### src/hdl/lpm_pkg.sv
// Shared types, codes and constants of the laser power modulator.
package lpm_pkg;

  // Serial divider geometry: dividend, divisor and step counter widths.
  localparam int DIV_W = 53;
  localparam int DEN_W = 24;
  localparam int CNT_W = 6;

  // Dividend alignment and step counts of the three divisions.
  localparam logic [CNT_W-1:0] REQ_STEPS  = 6'd29;
  localparam logic [CNT_W-1:0] RATE_STEPS = 6'd53;
  localparam logic [CNT_W-1:0] MS_STEPS   = 6'd24;

  localparam logic [6:0]  PCT_FULL   = 7'd100;
  // 65536 / 100 scaled by 2^12 and rounded up; exact floor for 0..100 percent.
  localparam logic [21:0] PCT_RECIP  = 22'd2684355;
  localparam logic [15:0] DUTY_FULL  = 16'hFFFF;
  localparam logic [32:0] SAT_LIMIT  = 33'h1_0000_0000;

  // Input item kinds.
  localparam logic [1:0] FUNC_TICK = 2'd0;
  localparam logic [1:0] FUNC_FIRE = 2'd1;
  localparam logic [1:0] FUNC_HALT = 2'd2;

  // Result status codes.
  localparam logic [1:0] ST_DONE    = 2'd0;
  localparam logic [1:0] ST_SHORT   = 2'd1;
  localparam logic [1:0] ST_HALTED  = 2'd2;

  // Configuration register indexes.
  localparam logic [2:0] CFG_MAX_POWER  = 3'd0;
  localparam logic [2:0] CFG_MIN_POWER  = 3'd1;
  localparam logic [2:0] CFG_MAX_S      = 3'd2;
  localparam logic [2:0] CFG_SCALE      = 3'd3;
  localparam logic [2:0] CFG_AUTO_OFF   = 3'd4;
  localparam logic [2:0] CFG_INVERT     = 3'd5;
  localparam logic [2:0] CFG_TTL        = 3'd6;
  localparam logic [2:0] CFG_TICK_MS    = 3'd7;

  typedef enum logic [3:0] {
    OP_NONE,
    OP_LOAD,
    OP_QUICK,
    OP_START_REQ,
    OP_TAKE_REQ,
    OP_MUL_RATE,
    OP_START_RATE,
    OP_TAKE_PROD,
    OP_MUL_SCALE,
    OP_MUL_DIFF,
    OP_MAP,
    OP_START_MS,
    OP_TAKE_MS,
    OP_TAKE_PCT,
    OP_PUBLISH
  } lpm_op_t;

  typedef enum logic [3:0] {
    S_IDLE,
    S_DECIDE,
    S_REQ_WAIT,
    S_MUL_RATE,
    S_RATE_START,
    S_RATE_WAIT,
    S_MUL_SCALE,
    S_MUL_DIFF,
    S_MAP,
    S_MS_WAIT,
    S_PCT_TAKE,
    S_DONE
  } lpm_state_t;

  typedef struct packed {
    logic auto_go;
    logic fire_go;
    logic bypass;
    logic div_done;
  } lpm_stat_t;

endpackage

### src/hdl/lpm_ctrl.sv
// Controller state machine sequencing the datapath for each item.
module lpm_ctrl import lpm_pkg::*; (
  input  logic      clk,
  input  logic      rst_n,
  input  logic      in_valid,
  output logic      in_ready,
  output logic      out_valid,
  input  logic      out_ready,
  input  lpm_stat_t stat,
  output lpm_op_t   op
);

  lpm_state_t state_r, state_nxt;
  logic       out_valid_r, out_valid_nxt;

  always_ff @(posedge clk) begin
    if (!rst_n) begin
      state_r     <= S_IDLE;
      out_valid_r <= 1'b0;
    end else begin
      state_r     <= state_nxt;
      out_valid_r <= out_valid_nxt;
    end
  end

  always_comb begin
    state_nxt = state_r;
    op        = OP_NONE;
    case (state_r)
      S_IDLE: begin
        if (in_valid) begin
          op        = OP_LOAD;
          state_nxt = S_DECIDE;
        end
      end
      S_DECIDE: begin
        if (stat.auto_go) begin
          op        = OP_START_REQ;
          state_nxt = S_REQ_WAIT;
        end else if (stat.fire_go) begin
          op        = OP_START_MS;
          state_nxt = S_MS_WAIT;
        end else begin
          op        = OP_QUICK;
          state_nxt = S_DONE;
        end
      end
      S_REQ_WAIT: begin
        if (stat.div_done) begin
          op        = OP_TAKE_REQ;
          state_nxt = stat.bypass ? S_MUL_SCALE : S_MUL_RATE;
        end
      end
      S_MUL_RATE: begin
        op        = OP_MUL_RATE;
        state_nxt = S_RATE_START;
      end
      S_RATE_START: begin
        op        = OP_START_RATE;
        state_nxt = S_RATE_WAIT;
      end
      S_RATE_WAIT: begin
        if (stat.div_done) begin
          op        = OP_TAKE_PROD;
          state_nxt = S_MUL_SCALE;
        end
      end
      S_MUL_SCALE: begin
        op        = OP_MUL_SCALE;
        state_nxt = S_MUL_DIFF;
      end
      S_MUL_DIFF: begin
        op        = OP_MUL_DIFF;
        state_nxt = S_MAP;
      end
      S_MAP: begin
        op        = OP_MAP;
        state_nxt = S_DONE;
      end
      S_MS_WAIT: begin
        if (stat.div_done) begin
          op        = OP_TAKE_MS;
          state_nxt = S_PCT_TAKE;
        end
      end
      S_PCT_TAKE: begin
        op        = OP_TAKE_PCT;
        state_nxt = S_DONE;
      end
      S_DONE: begin
        if (!out_valid_r || out_ready) begin
          op        = OP_PUBLISH;
          state_nxt = S_IDLE;
        end
      end
      default: state_nxt = S_IDLE;
    endcase
  end

  always_comb begin
    out_valid_nxt = out_valid_r;
    if (op == OP_PUBLISH) begin
      out_valid_nxt = 1'b1;
    end else if (out_ready) begin
      out_valid_nxt = 1'b0;
    end
  end

  assign in_ready  = (state_r == S_IDLE);
  assign out_valid = out_valid_r;

endmodule

### config.mk
export PLATFORM = sky130hd
export DESIGN_NAME = lpm_ctrl
export DESIGN_NICKNAME = d
export VERILOG_FILES = /design/src/hdl/lpm_pkg.sv /design/src/hdl/lpm_ctrl.sv
export SDC_FILE = /design/constraint.sdc
export NUM_CORES = 1
export LEC_CHECK = 0
export BUFFER_PORTS_ARGS = -buffer_cell sky130_fd_sc_hd__buf_2
export CAP_MARGIN = 0
export CORE_AREA = 2 2 39 41
export CTS_CLUSTER_DIAMETER = 30
export DETAILED_ROUTE_END_ITERATION = 12
export DIE_AREA = 0 0 41 43
export PLACE_DENSITY_LB_ADDON = 0.05
export SLEW_MARGIN = 10
export SYNTH_ARGS = -nofsm -noshare
export SYNTH_HDL_FRONTEND = slang
export SYNTH_SLANG_ARGS = --single-unit
### constraint.sdc
create_clock -name clk -period 2.1 [get_ports clk]
set_input_delay 0.105 -clock clk [delete_from_list [all_inputs] [get_ports clk]]
set_output_delay 0.105 -clock clk [all_outputs]
set_load 0.03 [all_outputs]
== Word level (Yosys, flattened, before mapping) ==
Index checks and enable logic that the tools add are counted.
Word-level totals
  flip-flop bits (word level): 5
  bits in latches: 0
  memory bits (writable): 0
  bits in read-only memories: 0
  input bits: 8
  output and inout bits: 6
  memories: 0
Cells by class
  $add $sub $neg: 0
  multipliers: 0
  div/mod/pow operators: 0
  magnitude comparators: 0
  eq/ne operators: 17
  shift operators: 0
  multiplexer cells: 19
  bitwise logic cells: 0
  reductions and logical operators: 6
Operators by type and width (count)
  case mux 4 bit (12 select lines): 1
  case mux 4 bit (11 select lines): 1
  2-to-1 mux 4 bit: 10
  == test 4 bit, second input constant: 5
  == test 4 x 3 -> 1 bit, second input constant: 4
  inequality test 2 bit, second input constant: 5
  2-to-1 mux 3 bit: 3
  == test 4 x 2 -> 1 bit, second input constant: 2
  AND reduction 5 bit: 1
  == test 4 x 1 -> 1 bit, second input constant: 1
  zero test 4 bit: 1
  2-to-1 mux 1 bit: 3
  2-to-1 mux 2 bit: 1
  nonzero test 2 bit: 1
  OR reduction 2 bit: 1
  zero test 1 bit: 1
  logical OR 1 bit: 1

== Longest topological paths before layout ==
Gate-level depths: netlist of run 1.
  depth in word-level cells: 6
  gate-level depth with buffers: 6
  gate-level depth less buffers: 4

== Worst setup path after synthesis of run 1 ==
OpenSTA, ideal clock, no wires.
  path kind: flip-flop to output port
  start point: register state_r[3]
  end point: output op[3]
  arrival: 1652 ps
  path slack: 343 ps
  stages on the path, launching flop included: 6
  path buffers: 1
  cells stage by stage: dfxtp_1 -> buf_4 -> nor4bb_1 -> a21oi_1 -> o22a_1 -> o21ai_0
On the way
  longest elaborated chain between the ends: 2
  elaborated cells between the ends (all ways): 13
  classes of those cells: 11 x eq/ne; 1 x mux; 1 x reduce/logical
Ends and longest elaborated chain
  start: declaration: RTL line lpm_ctrl.sv:13  | lpm_state_t state_r, state_nxt;
  start signal: assignment: RTL line lpm_ctrl.sv:21  | state_r <= state_nxt;
  == test 4 bit (tied with other cells): RTL line lpm_ctrl.sv:29  | case (state_r)
  case mux 4 bit (12 select lines) *: RTL line lpm_ctrl.sv:29
  end: declaration: RTL line lpm_ctrl.sv:10  | output lpm_op_t op
Every way passes the cells marked *; elsewhere a longest branch is shown, timed or not.

== Worst setup path in the final report of run 1 ==
  start point: register state_r[0]
  end point: output op[3]
The elaborated chain is that of the path after synthesis.

==> flow_summary.ini, run 1 <==
[sta]
slew_viol_final = 0
finalSetupTns_ns = 0
fin_skew_ns = 0.0000208
period_minus_slack_ns = 1.91
final-hold-violation-count = 0
setup_viol = 0
tightestPinTransition_ns = 0.602
max_freq_ghz = 0.524
whs_ns = 0.175
rsz0062_at_grt = false
slew_headroom_pct = 59.8
period_share_pct = 90.8

[finish]
final_nets = 100
layout_commonest_cell = buf_2
multiInputGateArea_um2 = 417
drive_gt1_share_pct = 28.6
area_delta_synth_final_pct = 18.3
layout_common_cells = 13 x buf_2, 9 x o21ai_0, 9 x a21oi_1
fin_area_um2 = 681
fin_util_pct = 49.2
n_fill_cell = 157
register_area_um2 = 100
antennaDiodeCount = 0

[clocking]
clkSinkCount = 5
clk_pin_slew_worst_paths_ns = 0.04
cts_tree = yes
hold_buffers = 0
cts-root-buf = clkbuf_4
cts_buffers = 3
cts-resized-gates = 0
clockBufferDepth = 2
post_cts_buffers = 0
clock_latency_ns = 0.23
htree_levels = 1

[global_route]
gr-usage-met2_pct = 27.2
grt_overflow_total = 0
grt_antenna_before_repair = 0
grtUsageMet1_pct = 25.2
grt_pass1_wl_um = 2240
track_usage_pct = 18.1
grt_max_degree = 20
grt.busiest_layer = met2
use_met3_pct = 6.28
grt_pass1_vias = 520

[pwr]
leakagePower_nw = 0.274
power_density_mw_per_mm2 = 1590
vdd_drop_max_mv = 0.780

[setup_path]
cp.arrival_ns = 1.80
r2r_end = state_r[1]
reg2reg_from = state_r[3]
reg2reg_depth = 5
worstSetupPathType = register to primary output
start_kind = register
critPathMaxFanout = 19
worst_path_largest_cell_delay_ns = 0.69
required_ns = 2.00
r2r_slack_ns = 0.47
crit_start = state_r[0]
path_cells = nor4bb_1 -> a21oi_1 -> o22a_1 -> o21ai_0 -> buf_2
end_kind = primary output
cp_slowest_cell = dfxtp_1

[floorplan]
coreArea_mm2 = 0.00138
die_area_mm2 = 0.00176
initial_core_util_pct = 41.6
row_count = 14
die_w_um = 41
pin_count = 14
die_h_um = 43

[placement]
port_buffers = 13
hpwl_um = 1050
placed_area_um2 = 654
gp_congestion = 0.797

[synth]
async_reset_ff_share_pct = 0
synth_flop_cell = dfxtp_1
synthCells = 77
synth-seq-cells = 5
syn-num-nets = 85
synth.avg_cell_area_um2 = 7.47
ys_seq_area_share_pct = 17.4
ys.warnings.count = 0
synth_edf_count = 0
yosysUniqueCellTypes = 36
syn-cell-area_um2 = 576

[drt]
dr.pass1.iters = 4
drtAntennaViolNets = 0
num_vias = 614
avgViaCountPerCell = 5.74
drc_errors = 0
drtIter0Drc = 11
wl_um = 1400
routedWlPerCell_um = 13.0

[hold_path]
min-delay-start = rst_n
hold_depth = 2
min_to = out_valid
min_path_type = primary input to register

[run]
maxCapViolations = 0

[run_status]
status = completed
-- cell usage after synthesis, drive strengths merged (2+ instances only) --
| library cell | n | area share (%) |
|---|---|---|
| dfxtp | 5 | 17 |
| a32o | 3 | 5.2 |
| nand2b | 2 | 2.2 |
| a21oi | 9 | 7.8 |
| nor3 | 2 | 1.7 |
| nor2 | 2 | 1.3 |
| nand2 | 5 | 3.3 |
| o21ai | 10 | 8.7 |
| nor2b | 2 | 2.2 |
| inv | 4 | 2.6 |
| a31oi | 2 | 2.2 |
| nand4 | 2 | 2.2 |
| a211oi | 3 | 4.8 |
| buf | 7 | 7.0 |
-- stage by stage --
step	worst slack, ns	total power [mW]	std cells
4_1_cts	0.180	1.09	107
5_1_grt	0.0373	1.18	107
3_3_place_gp	0.436	0.982	103
2_1_floorplan	0.343	0.807	77
6_report	0.193	1.08	107
3_5_place_dp	0.428	0.977	103
-- cell type report --
type                    count  area share, %
clock buffers               4           3.86
inverters                   4           2.21
multi-input cells          60           61.2
flip-flops and latches      5           14.7
well taps                  16           2.94
repair buffers             18           15.1
-- cells by family (layout without fill, tap and decap cells) --
| group | Yosys count | after routing | share of synthesized area, % |
|---|---|---|---|
| and+or+nand+nor | 23 | 23 | 28.0 |
| AOI/OAI and AO/OA | 37 | 37 | 44.3 |
| buffers and inverters | 12 | 26 | 10.2 |
| DFF | 5 | 5 | 17.4 |
-- how the worst max path moves through the flow --
stage / to / depth (start not counted) / slack, ns
final: op[3] / 5 / 0.19
after global routing: op[3] / 5 / 0.04
after detailed placement: op[3] / 5 / 0.43
after global placement: op[0] / 6 / 0.44
after CTS: op[3] / 5 / 0.18
after floorplan: op[3] / 5 / 0.34
-- power breakdown --
| part | internal (mW) | switching (mW) |
|---|---|---|
| Sequential | 0.126 | 0.0997 |
| Combinational | 0.304 | 0.445 |
| Clock | 0.0715 | 0.0339 |
-- sequential cells by signal (all words and copies together) (netlist names) --
signal / cells
out_valid: 1
state_r: 4
-- worst max-delay path, delay by kind of cell (launching register included) --
kind            cells  cell delay (ns)
buf+inv             1             0.21
compound gates      3             0.39
flops               1             0.69
simple gates        1             0.27
-- layer usage --
layer	share of wire, %	vias up	wire length (um)
met5	0	-	0
met1	50	277	695
met3	3.0	0	42
met4	0	0	0
li1	-	327	-
met2	47	10	657
Power figures use the tool's default switching activity.
==> run 2: changes to the inputs <==
--- a/config.mk
+++ b/config.mk
@@ -11,6 +11,7 @@
 export CTS_CLUSTER_DIAMETER = 30
 export DETAILED_ROUTE_END_ITERATION = 12
 export DIE_AREA = 0 0 41 43
+export GPL_ROUTABILITY_DRIVEN = 0
 export PLACE_DENSITY_LB_ADDON = 0.05
 export SLEW_MARGIN = 10
 export SYNTH_ARGS = -nofsm -noshare
==> constraint.sdc (replaced) <==
create_clock -name clk -period 2.1 [get_ports clk]
set_input_delay 0.315 -clock clk [delete_from_list [all_inputs] [get_ports clk]]
set_output_delay 0.315 -clock clk [all_outputs]
set_load 0.03 [all_outputs]
==> run 2 against run 1 <==
  * Sequential cell count did not move
  * Hold slack improved by 0.20 ns
  * Total power increased by 2.7%
  * Clock skew rose by 0.010 ns
  * First-iteration DRC count increased by 64%
  * Global-route usage up 0.67 points
  * Via count increased by 0.65%
  * Wire length up 2.7%
  * Die area is the same
  * Largest cell class unchanged
==> flow_summary.ini, run 2 (same netlist as run 1, synthesis figures left out) <==
[setup_path]
path_cells = buf_4 -> nand2b_1 -> a211oi_1 -> o21ai_0 -> buf_2
r2r_slack_ns = 0.42
required_ns = 1.78
cp_slowest_cell = dfxtp_1
cp.buffers_inverters = 2
crit_start = state_r[0]
path_delay_family = flip-flops
end_kind = primary output
worstSetupPathType = register to primary output
reg2reg_depth = 5
r2r_end = state_r[1]
reg2reg_from = state_r[3]
critPathMaxFanout = 12
cp.arrival_ns = 1.59
worst_path_largest_cell_delay_ns = 0.45
start_kind = register
worst-path-stages = 5

[pwr]
leakagePower_nw = 0.275
p_clk_share_pct = 10.3
power_density_mw_per_mm2 = 1620
switchingPower_mw = 0.591
swShare_pct = 53.3
combPwrFrac_pct = 70.7
p_int_mw = 0.517
seq_power_share_pct = 19.0
vdd_drop_max_mv = 0.611

[clocking]
cts_tree = yes
clk_pin_slew_worst_paths_ns = 0.05
post_cts_buffers = 0
cts-root-buf = clkbuf_4
cts-resized-gates = 0
hold_buffers = 0
clock_latency_ns = 0.25
cts_buffers = 3
clkSinkCount = 5
htree_levels = 1
clockBufferDepth = 2

[global_route]
grt_max_degree = 15
grt_overflow_total = 0
track_usage_pct = 18.8
grt_antenna_before_repair = 0
grt_pass1_wl_um = 2300
grt_pass1_vias = 521

[sta]
fin_skew_ns = 0.0101
rsz0062_at_grt = false
finalSetupTns_ns = 0
slew_headroom_pct = 70.4
period_share_pct = 90.9
setup_viol = 0
max_freq_ghz = 0.524
slew_viol_final = 0
setup_slack_ns = 0.192
final-hold-violation-count = 0
period_minus_slack_ns = 1.91
tightestPinTransition_ns = 0.444

[finish]
layout_common_cells = 12 x buf_2, 9 x o21ai_0, 9 x a21oi_1
final_nets = 100
top_register = state_r
largest_register_ffs = 4
antennaDiodeCount = 0
n_fill_cell = 152
area_delta_synth_final_pct = 18.9
drive_gt1_share_pct = 29.7
layout_commonest_cell = buf_2

[drt]
drtAntennaViolNets = 0
wl_um = 1430
drtIter0Drc = 18
routedWlPerCell_um = 13.4
avgViaCountPerCell = 5.78
num_vias = 618
dr.pass1.iters = 4
drc_errors = 0

[run_status]
status = completed

[floorplan]
coreArea_mm2 = 0.00138
die_area_mm2 = 0.00176
die_w_um = 41
pin_count = 14
initial_core_util_pct = 41.6
die_h_um = 43
row_count = 14

[hold_path]
min-delay-start = rst_n
hold_depth = 2
min_path_type = primary input to register
min_to = out_valid

[placement]
hpwl_um = 1070
dp_slack_ns = 0.385
port_buffers = 13

[run]
maxCapViolations = 0
==> run 2: worst max-delay path by stage <==
| stage | end | slack (ns) |
|---|---|---|
| 6_report | op[1] | 0.19 |
| 3_5_place_dp | op[3] | 0.39 |
| 3_3_place_gp | op[0] | 0.39 |
| 5_1_grt | op[1] | 0.07 |
| 4_1_cts | op[3] | 0.12 |
| 2_1_floorplan | op[3] | 0.13 |
==> run 2: worst reg2reg max path, cell delays in order, from the launching register on <==
cell and delay [ns]:
dfxtp_1 0.48, buf_4 0.23, and4bb_1 0.20, a211oi_2 0.24, o21ai_1 0.14, a32o_1 0.27
==> run 2: area by class of cell <==
type                    count  area [um^2]  area share [%]
inverters                   4         15.0            2.19
clock buffers               4         26.3            3.84
well taps                  16         20.0            2.93
multi-input cells          60          417            60.9
flip-flops and latches      5          101            14.8
repair buffers             18          105            15.4
==> run 2: per-stage QoR <==
stage               cells  hold slack, ns  power (mW)  area [um^2]  util (%)
floorplan              77           0.469       0.807          576         -
global placement      103           0.633       0.986          654      47.3
detailed placement    103           0.639       0.982          654      47.3
CTS                   107           0.369        1.10          681      49.2
global route          107           0.390        1.20          684      49.5
finish                107           0.379        1.11          684      49.5
==> run 2: power by group through the flow <==
| stage | clock network, mW | logic (mW) | registers, mW |
|---|---|---|---|
| finish | 0.114 | 0.784 | 0.211 |
| global route | 0.126 | 0.860 | 0.218 |
| CTS | 0.120 | 0.773 | 0.207 |
| detailed placement | 0 | 0.773 | 0.209 |
| global placement | 0 | 0.777 | 0.208 |
| floorplan | 0 | 0.665 | 0.142 |
==> run 2: per-layer routing <==
layer / GRT usage (%) / wire [um] / part of all wire, %
met3: 7.85 / 71 / 5.0
met4: 2.00 / 0 / 0
met2: 24.4 / 597 / 42
met5: 0 / 0 / 0
met1: 29.3 / 764 / 53
